### config.mk
export PLATFORM = sky130hd
export DESIGN_NAME = png_chunk_stream_checker_unit
export DESIGN_NICKNAME = d
export VERILOG_FILES = /design/src/hw/rtl/png_csc_pkg.sv /design/src/hw/rtl/png_csc_out_buf.sv /design/src/hw/rtl/png_chunk_stream_checker_unit.sv
export SDC_FILE = /design/constraint.sdc
export NUM_CORES = 1
export LEC_CHECK = 0
export BUFFER_PORTS_ARGS = -buffer_cell sky130_fd_sc_hd__buf_2
export CAP_MARGIN = 40
export CORE_UTILIZATION = 55
export DETAILED_ROUTE_END_ITERATION = 7
export GPL_ROUTABILITY_DRIVEN = 0
export PLACE_DENSITY = 0.86
export SYNTH_ARGS = -nofsm -noshare
export SYNTH_HDL_FRONTEND = slang
export SYNTH_SLANG_ARGS = --single-unit
### constraint.sdc
create_clock -name clk -period 5.1 [get_ports clk]
set_input_delay 0.51 -clock clk [delete_from_list [all_inputs] [get_ports clk]]
set_output_delay 0.51 -clock clk [all_outputs]
set_load 0.005 [all_outputs]
### src/hw/rtl/png_csc_pkg.sv
// ----------------------------------------------------------------------------
// PNG chunk stream checker package
// Shared constants, status codes and the result word layout.
// ----------------------------------------------------------------------------
package png_csc_pkg;

  // PNG file signature, first byte in the top bits
  localparam logic [63:0] PngSig   = 64'h8950_4e47_0d0a_1a0a;
  // Reflected CRC-32 polynomial and preset / final xor
  localparam logic [31:0] CrcPoly  = 32'hedb8_8320;
  localparam logic [31:0] CrcOnes  = 32'hffff_ffff;
  // Chunk type of the closing chunk
  localparam logic [31:0] IendType = 32'h4945_4e44;

  // Status codes reported with every result word
  typedef enum logic [2:0] {
    ST_BUSY   = 3'd0,
    ST_GOOD   = 3'd1,
    ST_ACCEPT = 3'd2,
    ST_BADSIG = 3'd3,
    ST_BADCRC = 3'd4,
    ST_TRUNC  = 3'd5
  } status_t;

  // One result word
  typedef struct packed {
    status_t     status;
    logic        in_payload;
    logic [31:0] chunk_type;
    logic [31:0] chunk_length;
    logic        is_end_chunk;
  } result_t;

endpackage

### src/hw/rtl/png_csc_out_buf.sv
// ----------------------------------------------------------------------------
// PNG chunk stream checker output buffer
// Output register plus one skid register, so the producer can hand over a
// new result word in the same cycle the receiver stalls.
// ----------------------------------------------------------------------------
module png_csc_out_buf (
  input  logic                 clk,
  input  logic                 rst_n,
  input  logic                 push,
  input  png_csc_pkg::result_t push_data,
  output logic                 push_ready,
  output logic                 out_valid,
  input  logic                 out_ready,
  output png_csc_pkg::result_t out_data
);

  logic                 out_valid_r;
  logic                 skid_valid_r;
  png_csc_pkg::result_t out_data_r;
  png_csc_pkg::result_t skid_data_r;
  logic                 out_take;

  assign out_take   = out_valid_r && out_ready;
  assign push_ready = !skid_valid_r;
  assign out_valid  = out_valid_r;
  assign out_data   = out_data_r;

  // Control: track occupancy of output and skid stages
  always_ff @(posedge clk) begin
    if (!rst_n) begin
      out_valid_r  <= 1'b0;
      skid_valid_r <= 1'b0;
    end else begin
      if (skid_valid_r) begin
        if (out_take) begin
          skid_valid_r <= 1'b0;
        end
      end else if (push) begin
        if (out_valid_r && !out_ready) begin
          skid_valid_r <= 1'b1;
        end else begin
          out_valid_r <= 1'b1;
        end
      end else if (out_take) begin
        out_valid_r <= 1'b0;
      end
    end
  end

  // Payload: refill output from skid first, else from the producer
  always_ff @(posedge clk) begin
    if (skid_valid_r) begin
      if (out_take) begin
        out_data_r <= skid_data_r;
      end
    end else if (push) begin
      if (out_valid_r && !out_ready) begin
        skid_data_r <= push_data;
      end else begin
        out_data_r <= push_data;
      end
    end
  end

`ifndef SYNTHESIS
  a_skid_needs_out: assert property (@(posedge clk) disable iff (!rst_n)
    skid_valid_r |-> out_valid_r)
    else $error("skid word held with empty output register");

  a_stall_fills_skid: assert property (@(posedge clk) disable iff (!rst_n)
    (push && push_ready && out_valid_r && !out_ready) |=> skid_valid_r)
    else $error("word pushed into stalled buffer was not parked");

  a_skid_drains: assert property (@(posedge clk) disable iff (!rst_n)
    (skid_valid_r && out_ready) |=> (out_valid_r && !skid_valid_r))
    else $error("skid word not moved to output when taken");
`endif

endmodule

### src/hw/rtl/png_chunk_stream_checker_unit.sv
// ----------------------------------------------------------------------------
// PNG chunk stream checker
// Byte-serial check of a PNG stream: signature, chunk framing and CRC-32.
// ----------------------------------------------------------------------------
// Usage:
//   Input channel (in_valid / in_ready): one stream byte per word, with
//   in_stream_end set on the last byte of the stream.
//   Result channel (out_valid / out_ready): exactly one result word per
//   input word, in order: status, data-field flag, chunk type and length
//   received so far, and an IEND match flag.
//   Throughput is one byte per clock while in_ready is high. The signature
//   compare, length count and the eight-bit CRC-32 update all run
//   combinationally between the state registers and the output register,
//   which sets that rate. An accepted word's result is registered in the
//   output (or, during a stall, skid) register before it shows on out_valid.
//   Status codes: 0 busy, 1 chunk good, 2 IEND accepted, 3 bad signature,
//   4 bad CRC, 5 truncated. Errors are sticky; after IEND every byte
//   reports accepted.
//   Reset (rst_n low, synchronous) returns to the signature check and
//   empties the output stages.
//   When the receiver stalls, one result waits in the output register and
//   one more in a skid register; in_ready drops only while both are full.
// ----------------------------------------------------------------------------
module png_chunk_stream_checker_unit (
  input  logic        clk,
  input  logic        rst_n,
  input  logic        in_valid,
  output logic        in_ready,
  input  logic [7:0]  in_data_byte,
  input  logic        in_stream_end,
  output logic        out_valid,
  input  logic        out_ready,
  output logic [2:0]  out_status,
  output logic        out_in_payload,
  output logic [31:0] out_chunk_type,
  output logic [31:0] out_chunk_length,
  output logic        out_is_end_chunk
);

  typedef enum logic [6:0] {
    PH_SIG  = 7'b0000001,
    PH_LEN  = 7'b0000010,
    PH_TYPE = 7'b0000100,
    PH_DATA = 7'b0001000,
    PH_CRC  = 7'b0010000,
    PH_DONE = 7'b0100000,
    PH_ERR  = 7'b1000000
  } phase_t;

  // One byte through the reflected CRC-32
  function automatic logic [31:0] crc_byte(input logic [31:0] c, input logic [7:0] b);
    logic [31:0] v;
    v = c ^ {24'h000000, b};
    for (int k = 0; k < 8; k++) begin
      v = v[0] ? ((v >> 1) ^ png_csc_pkg::CrcPoly) : (v >> 1);
    end
    return v;
  endfunction

  phase_t               phase_r, phase_nxt;
  logic [2:0]           byte_idx_r, byte_idx_nxt;
  logic [31:0]          length_left_r, length_left_nxt;
  logic [31:0]          type_word_r, type_word_nxt;
  logic [31:0]          decl_len_r, decl_len_nxt;
  logic [31:0]          crc_accum_r, crc_accum_nxt;
  logic [31:0]          crc_rcvd_r, crc_rcvd_nxt;
  png_csc_pkg::status_t err_code_r, err_code_nxt;

  logic                 accept;
  logic                 push_ready;
  png_csc_pkg::result_t res;
  png_csc_pkg::result_t out_word;

  logic [7:0]           sig_want;
  logic [31:0]          crc_upd;
  logic [31:0]          len_dec;
  png_csc_pkg::status_t status;
  logic                 payload;
  logic                 live;

  assign accept   = in_valid && push_ready;
  assign in_ready = push_ready;

  // Expected signature byte at the current position
  assign sig_want = 8'(png_csc_pkg::PngSig >> {~byte_idx_r, 3'b000});
  assign crc_upd  = crc_byte(crc_accum_r, in_data_byte);
  assign len_dec  = length_left_r - 32'd1;

  // Advance the parse state by one byte
  always_comb begin
    phase_nxt       = phase_r;
    byte_idx_nxt    = byte_idx_r;
    length_left_nxt = length_left_r;
    type_word_nxt   = type_word_r;
    decl_len_nxt    = decl_len_r;
    crc_accum_nxt   = crc_accum_r;
    crc_rcvd_nxt    = crc_rcvd_r;
    err_code_nxt    = err_code_r;
    status          = png_csc_pkg::ST_BUSY;
    payload         = 1'b0;
    live            = 1'b1;

    case (phase_r)
      PH_SIG: begin
        if (in_data_byte != sig_want || (in_stream_end && byte_idx_r < 3'd7)) begin
          phase_nxt    = PH_ERR;
          err_code_nxt = png_csc_pkg::ST_BADSIG;
          live         = 1'b0;
        end else if (byte_idx_r == 3'd7) begin
          phase_nxt    = PH_LEN;
          byte_idx_nxt = 3'd0;
        end else begin
          byte_idx_nxt = byte_idx_r + 3'd1;
        end
      end
      PH_LEN: begin
        if (byte_idx_r == 3'd0) begin
          decl_len_nxt  = {24'h000000, in_data_byte};
          type_word_nxt = 32'h0;
          crc_accum_nxt = png_csc_pkg::CrcOnes;
        end else begin
          decl_len_nxt = {decl_len_r[23:0], in_data_byte};
        end
        if (byte_idx_r >= 3'd3) begin
          phase_nxt    = PH_TYPE;
          byte_idx_nxt = 3'd0;
        end else begin
          byte_idx_nxt = byte_idx_r + 3'd1;
        end
      end
      PH_TYPE: begin
        type_word_nxt = {type_word_r[23:0], in_data_byte};
        crc_accum_nxt = crc_upd;
        if (byte_idx_r >= 3'd3) begin
          byte_idx_nxt    = 3'd0;
          length_left_nxt = decl_len_r;
          phase_nxt       = (decl_len_r == 32'h0) ? PH_CRC : PH_DATA;
        end else begin
          byte_idx_nxt = byte_idx_r + 3'd1;
        end
      end
      PH_DATA: begin
        payload         = 1'b1;
        crc_accum_nxt   = crc_upd;
        length_left_nxt = len_dec;
        if (len_dec == 32'h0) begin
          phase_nxt    = PH_CRC;
          byte_idx_nxt = 3'd0;
        end
      end
      PH_CRC: begin
        crc_rcvd_nxt = {crc_rcvd_r[23:0], in_data_byte};
        if (byte_idx_r >= 3'd3) begin
          byte_idx_nxt = 3'd0;
          if (crc_rcvd_nxt != ~crc_accum_r) begin
            phase_nxt    = PH_ERR;
            err_code_nxt = png_csc_pkg::ST_BADCRC;
            live         = 1'b0;
          end else if (type_word_r == png_csc_pkg::IendType) begin
            phase_nxt = PH_DONE;
            status    = png_csc_pkg::ST_ACCEPT;
            live      = 1'b0;
          end else begin
            phase_nxt = PH_LEN;
            status    = png_csc_pkg::ST_GOOD;
          end
        end else begin
          byte_idx_nxt = byte_idx_r + 3'd1;
        end
      end
      PH_DONE: begin
        status = png_csc_pkg::ST_ACCEPT;
        live   = 1'b0;
      end
      default: begin
        phase_nxt = PH_ERR;
        live      = 1'b0;
        if (err_code_r == png_csc_pkg::ST_BUSY) begin
          err_code_nxt = png_csc_pkg::ST_TRUNC;
        end
      end
    endcase

    // Drop into truncated when the stream ends mid-parse
    if (live && in_stream_end) begin
      phase_nxt    = PH_ERR;
      err_code_nxt = png_csc_pkg::ST_TRUNC;
    end
    if (phase_nxt == PH_ERR) begin
      status  = err_code_nxt;
      payload = 1'b0;
    end
  end

  // Build the result word from the post-byte state
  always_comb begin
    res.status       = status;
    res.in_payload   = payload;
    res.chunk_type   = type_word_nxt;
    res.chunk_length = decl_len_nxt;
    res.is_end_chunk = (type_word_nxt == png_csc_pkg::IendType);
  end

  // Control state
  always_ff @(posedge clk) begin
    if (!rst_n) begin
      phase_r       <= PH_SIG;
      byte_idx_r    <= 3'd0;
      length_left_r <= 32'h0;
      type_word_r   <= 32'h0;
      decl_len_r    <= 32'h0;
      crc_accum_r   <= png_csc_pkg::CrcOnes;
      crc_rcvd_r    <= 32'h0;
      err_code_r    <= png_csc_pkg::ST_BUSY;
    end else if (accept) begin
      phase_r       <= phase_nxt;
      byte_idx_r    <= byte_idx_nxt;
      length_left_r <= length_left_nxt;
      type_word_r   <= type_word_nxt;
      decl_len_r    <= decl_len_nxt;
      crc_accum_r   <= crc_accum_nxt;
      crc_rcvd_r    <= crc_rcvd_nxt;
      err_code_r    <= err_code_nxt;
    end
  end

  png_csc_out_buf u_out_buf (
    .clk        (clk),
    .rst_n      (rst_n),
    .push       (accept),
    .push_data  (res),
    .push_ready (push_ready),
    .out_valid  (out_valid),
    .out_ready  (out_ready),
    .out_data   (out_word)
  );

  assign out_status       = out_word.status;
  assign out_in_payload   = out_word.in_payload;
  assign out_chunk_type   = out_word.chunk_type;
  assign out_chunk_length = out_word.chunk_length;
  assign out_is_end_chunk = out_word.is_end_chunk;

`ifndef SYNTHESIS
  a_data_has_bytes_left: assert property (@(posedge clk) disable iff (!rst_n)
    (phase_r == PH_DATA) |-> (length_left_r != 32'h0))
    else $error("data phase with no bytes left");

  a_err_code_set: assert property (@(posedge clk) disable iff (!rst_n)
    (phase_r == PH_ERR) |-> (err_code_r == png_csc_pkg::ST_BADSIG ||
                             err_code_r == png_csc_pkg::ST_BADCRC ||
                             err_code_r == png_csc_pkg::ST_TRUNC))
    else $error("error phase without an error code");

  a_payload_busy: assert property (@(posedge clk) disable iff (!rst_n)
    (out_valid && out_in_payload) |-> (out_status == png_csc_pkg::ST_BUSY))
    else $error("data byte reported with a final status");

  a_done_sticky: assert property (@(posedge clk) disable iff (!rst_n)
    (phase_r == PH_DONE) |=> (phase_r == PH_DONE))
    else $error("left the accepted state");
`endif

endmodule

==> summary.txt <==
Worst reg-to-reg setup slack: 1.95 ns
Initial core utilization: 55.9%
Top layer in use: met4
CTS Hold Buffers Added: 0
Crit. Startpoint: phase_r[0]$_SDFFE_PN1P_
Sw frac: 23.7%
WP data required: 5.36 ns
Mapped Nets: 1,542
Pint: 0.00454 W
DRC viols: 0
Slew headroom: 37.4%
Routed wire length: 36,100 um
Clock Path Buffers: 3
Fraction of registers with async set/reset: 0%
Synth area leaders: edfxtp_1 (28%), dfxtp_1 (22%), mux2_2 (5.7%), xnor2_1 (5.2%), nor2_1 (4.7%)
Mapped Cells: 1,518
Port Buffer Count: 83
Die W: 167 um
Worst vdd ir: 0.240 mV
CP Max Fanout: 8
IO Count: 84
Seq/Total Area, Yosys: 50.0%
Fmax: 317 MHz
H-tree levels: 2
Final setup violation count: 0
Net switching power figure: 0.00141 W
R2r endpoint: u_out_buf.out_data[66]$_DFFE_PP_
Vias in the first global route: 11,247
Min Tclk post-route: 3.15 ns
All-Layer GR Usage: 25.6%
Layout area overhead: 12.2%
Post-DR vias/cell: 6.17
Crit. path cell count: 7
Standard-cell row count: 60
Fin nets: 1,582
Fin Clk Skew: 0.0201 ns
FILL cells: 2,006
Crit path max-delay family: compound AO/OA/AOI/OAI gates
Total core area: 26,800 um^2
Combinational share of power: 10.1%
Critical Path AT: 3.41 ns
Clk slew on worst S/H paths: 0.06 ns
Slew Viols, Final: 0
Clock Latency Late Sink: 0.52 ns
Clk pwr share: 43.1%
CTS root buf: clkbuf_16
Crit-path max cell delay: 0.52 ns
DP Area: 15,600 um^2
Outcome: complete, no violations
Max Cap Viol: 0
Leakage Power: 6.32 nW
Critical path buffer and inverter count: 0
Unique masters post-synth: 76
Period utilisation layout: 61.8%
Clk sinks: 305
CP max-delay cell: nor3_1
Ratio of cells with drive above 1 in the final layout: 16.5%
Top FF cell, synth: dfxtp_1
Final setup TNS: 0 ns
Routed wire per std cell: 18.8 um
FF-to-FF Start: phase_r[0]$_SDFFE_PN1P_
Post-CTS setup buffers: 0
Vias: 11,884
Synth top area share: 27.7%
# diodes: 0
Total die area: 27,900 um^2
Flop pwr share: 46.8%
Antenna violations before repair: 0
DRT iter0 DRCs: 1,375
Cell Pwr Density: 354 nW/um^2
Worst r2r path cells: 7
Die Y: 167 um
CTS Buf Count: 34
First-pass GRT wire length: 58,600 um
Least-Margin Pin Slew: 0.939 ns
Syn Std Cell Area: 15,000 um^2
Initial DRT Pass Iterations: 5
Yosys Warn Count: 0
Final Hold Fails: 0
Crit path capture: u_out_buf.out_data[66]$_DFFE_PP_
Global route total overflow: 0
Largest net degree at the start of global routing: 88
Hold Crit Class: in2reg
CP Capture Type: flop
Resize count post-CTS: 0
Clock tree from TritonCTS: yes
Met2 wire len: 16,600 um
Final instance area: 16,800 um^2
Area leader, netlist: edfxtp_1
RSZ-0062 raised after global routing: false
Post-DP HPWL: 23,000 um
Crit path cell chain: nor3_1 > nand4b_1 > o211ai_1 > o311ai_0 > a21oi_1 > a22oi_1 > mux2_2
Routed length on met3: 3260 um
WS Path Type: reg2reg
Met1 WL: 15,100 um
Startpoint Class: flop
EDFF count, synth: 138
Syn avg cell area: 9.87 um^2
Antenna-violating nets left: 0
Post-synthesis register bit count: 305
-- routing by layer --
layer | GRT usage (%) | up-vias
met1 | 34.8 | 5640
met4 | 9.30 | 0
met5 | 0 | -
li1 | - | 5534
met3 | 5.20 | 106
met2 | 40.6 | 604
-- cells in the final DEF, fill, tap and decap left out, types with 15 or more instances in the layout --
cell type | netlist | final
clkbuf_16 | 0 | 35
nor3_1 | 24 | 23
inv_1 | 18 | 18
xor2_1 | 16 | 16
dfxtp_1 | 167 | 167
nand2b_1 | 15 | 15
edfxtp_1 | 138 | 138
a21oi_1 | 55 | 54
o22ai_1 | 29 | 29
mux2_2 | 76 | 76
xnor2_1 | 89 | 89
nor3b_1 | 66 | 66
o21ai_0 | 60 | 60
nor2b_1 | 17 | 16
a21boi_0 | 30 | 30
nor2_1 | 187 | 187
buf_4 | 1 | 17
a22o_1 | 44 | 44
nor4_1 | 28 | 28
buf_2 | 11 | 82
nand3_1 | 22 | 21
nand2_1 | 164 | 163
-- layout make-up --
type | count | area (um^2) | share of cell area, %
clock buffers | 49 | 962 | 5.73
multi-input cells | 1096 | 7060 | 42.0
flip-flops and latches | 305 | 7490 | 44.6
inverters | 19 | 71.3 | 0.425
well taps | 341 | 427 | 2.54
clock inverters | 13 | 213 | 1.27
repair buffers | 102 | 576 | 3.43
-- metrics by stage --
step	util [%]	setup WS [ns]	hold slack (ns)	instances	total power, W
after global routing	62.7	1.71	0.306	1925	0.00613
after global placement	58.1	1.90	0.465	1859	0.00339
after floorplan	-	1.39	0.451	1518	0.00323
final	62.7	1.95	0.280	1925	0.00595
after detailed placement	58.3	1.83	0.476	1862	0.00342
after CTS	62.6	1.98	0.259	1924	0.00597
-- power by group through the flow --
stage | registers, W | logic [W] | clock network, W
after floorplan | 0.00282 | 0.000409 | 0
after global placement | 0.00283 | 0.000563 | 0
final | 0.00279 | 0.000601 | 0.00256
after CTS | 0.00278 | 0.000594 | 0.00260
after global routing | 0.00279 | 0.000653 | 0.00268
after detailed placement | 0.00283 | 0.000583 | 0
-- worst reg2reg max path, cell delays in order, from the launching register on --
cell	delay [ns]
dfxtp_1	0.36
nor3_1	0.52
nand4b_1	0.48
o211ai_1	0.48
o311ai_0	0.38
a21oi_1	0.26
a22oi_1	0.13
mux2_2	0.28
-- registers in the layout, indices dropped and copies added (netlist names) --
name,flops
u_out_buf.skid_data_r,69
phase_r,7
length_left_r,32
err_code_r,3
u_out_buf.skid_valid_r,1
decl_len_r,32
type_word_r,32
u_out_buf.out_valid,1
crc_rcvd_r,24
byte_idx_r,3
u_out_buf.out_data,69
crc_accum_r,32
-- Yosys cell counts (all sizes together), types with 44 or more instances --
cell type,count
nor3b,67
nor2,187
a21oi,56
xnor2,89
o21ai,69
dfxtp,167
mux2,76
clkbuf,76
nand2,165
a22o,44
edfxtp,138
-- worst min path at each step --
stage	from	to	slack, ns	cells after the start
final	out_ready	u_out_buf.skid_valid_r$_SDFF_PN0_	0.28	4
after global routing	out_ready	u_out_buf.skid_valid_r$_SDFF_PN0_	0.31	4
after CTS	out_ready	u_out_buf.skid_valid_r$_SDFF_PN0_	0.26	4
after detailed placement	crc_accum_r[1]$_SDFFE_PN1P_	crc_accum_r[1]$_SDFFE_PN1P_	0.48	2
after global placement	length_left_r[30]$_SDFFE_PN0P_	length_left_r[30]$_SDFFE_PN0P_	0.46	2
after floorplan	length_left_r[30]$_SDFFE_PN0P_	length_left_r[30]$_SDFFE_PN0P_	0.45	2
-- kinds of logic (layout without fill, tap and decap cells) --
| family | count (synthesis) | in the layout | share of synthesized area [%] |
|---|---|---|---|
| adders and majority gates | 11 | 11 | 0.919 |
| buffers and inverters | 117 | 183 | 3.10 |
| DFF | 305 | 305 | 50.0 |
| muxes | 79 | 79 | 5.92 |
| and+or+nand+nor | 595 | 595 | 20.2 |
| AOI/OAI and AO/OA | 306 | 306 | 13.8 |
| xor gates and xnor gates | 105 | 105 | 6.14 |
Power figures use the tool's default switching activity.
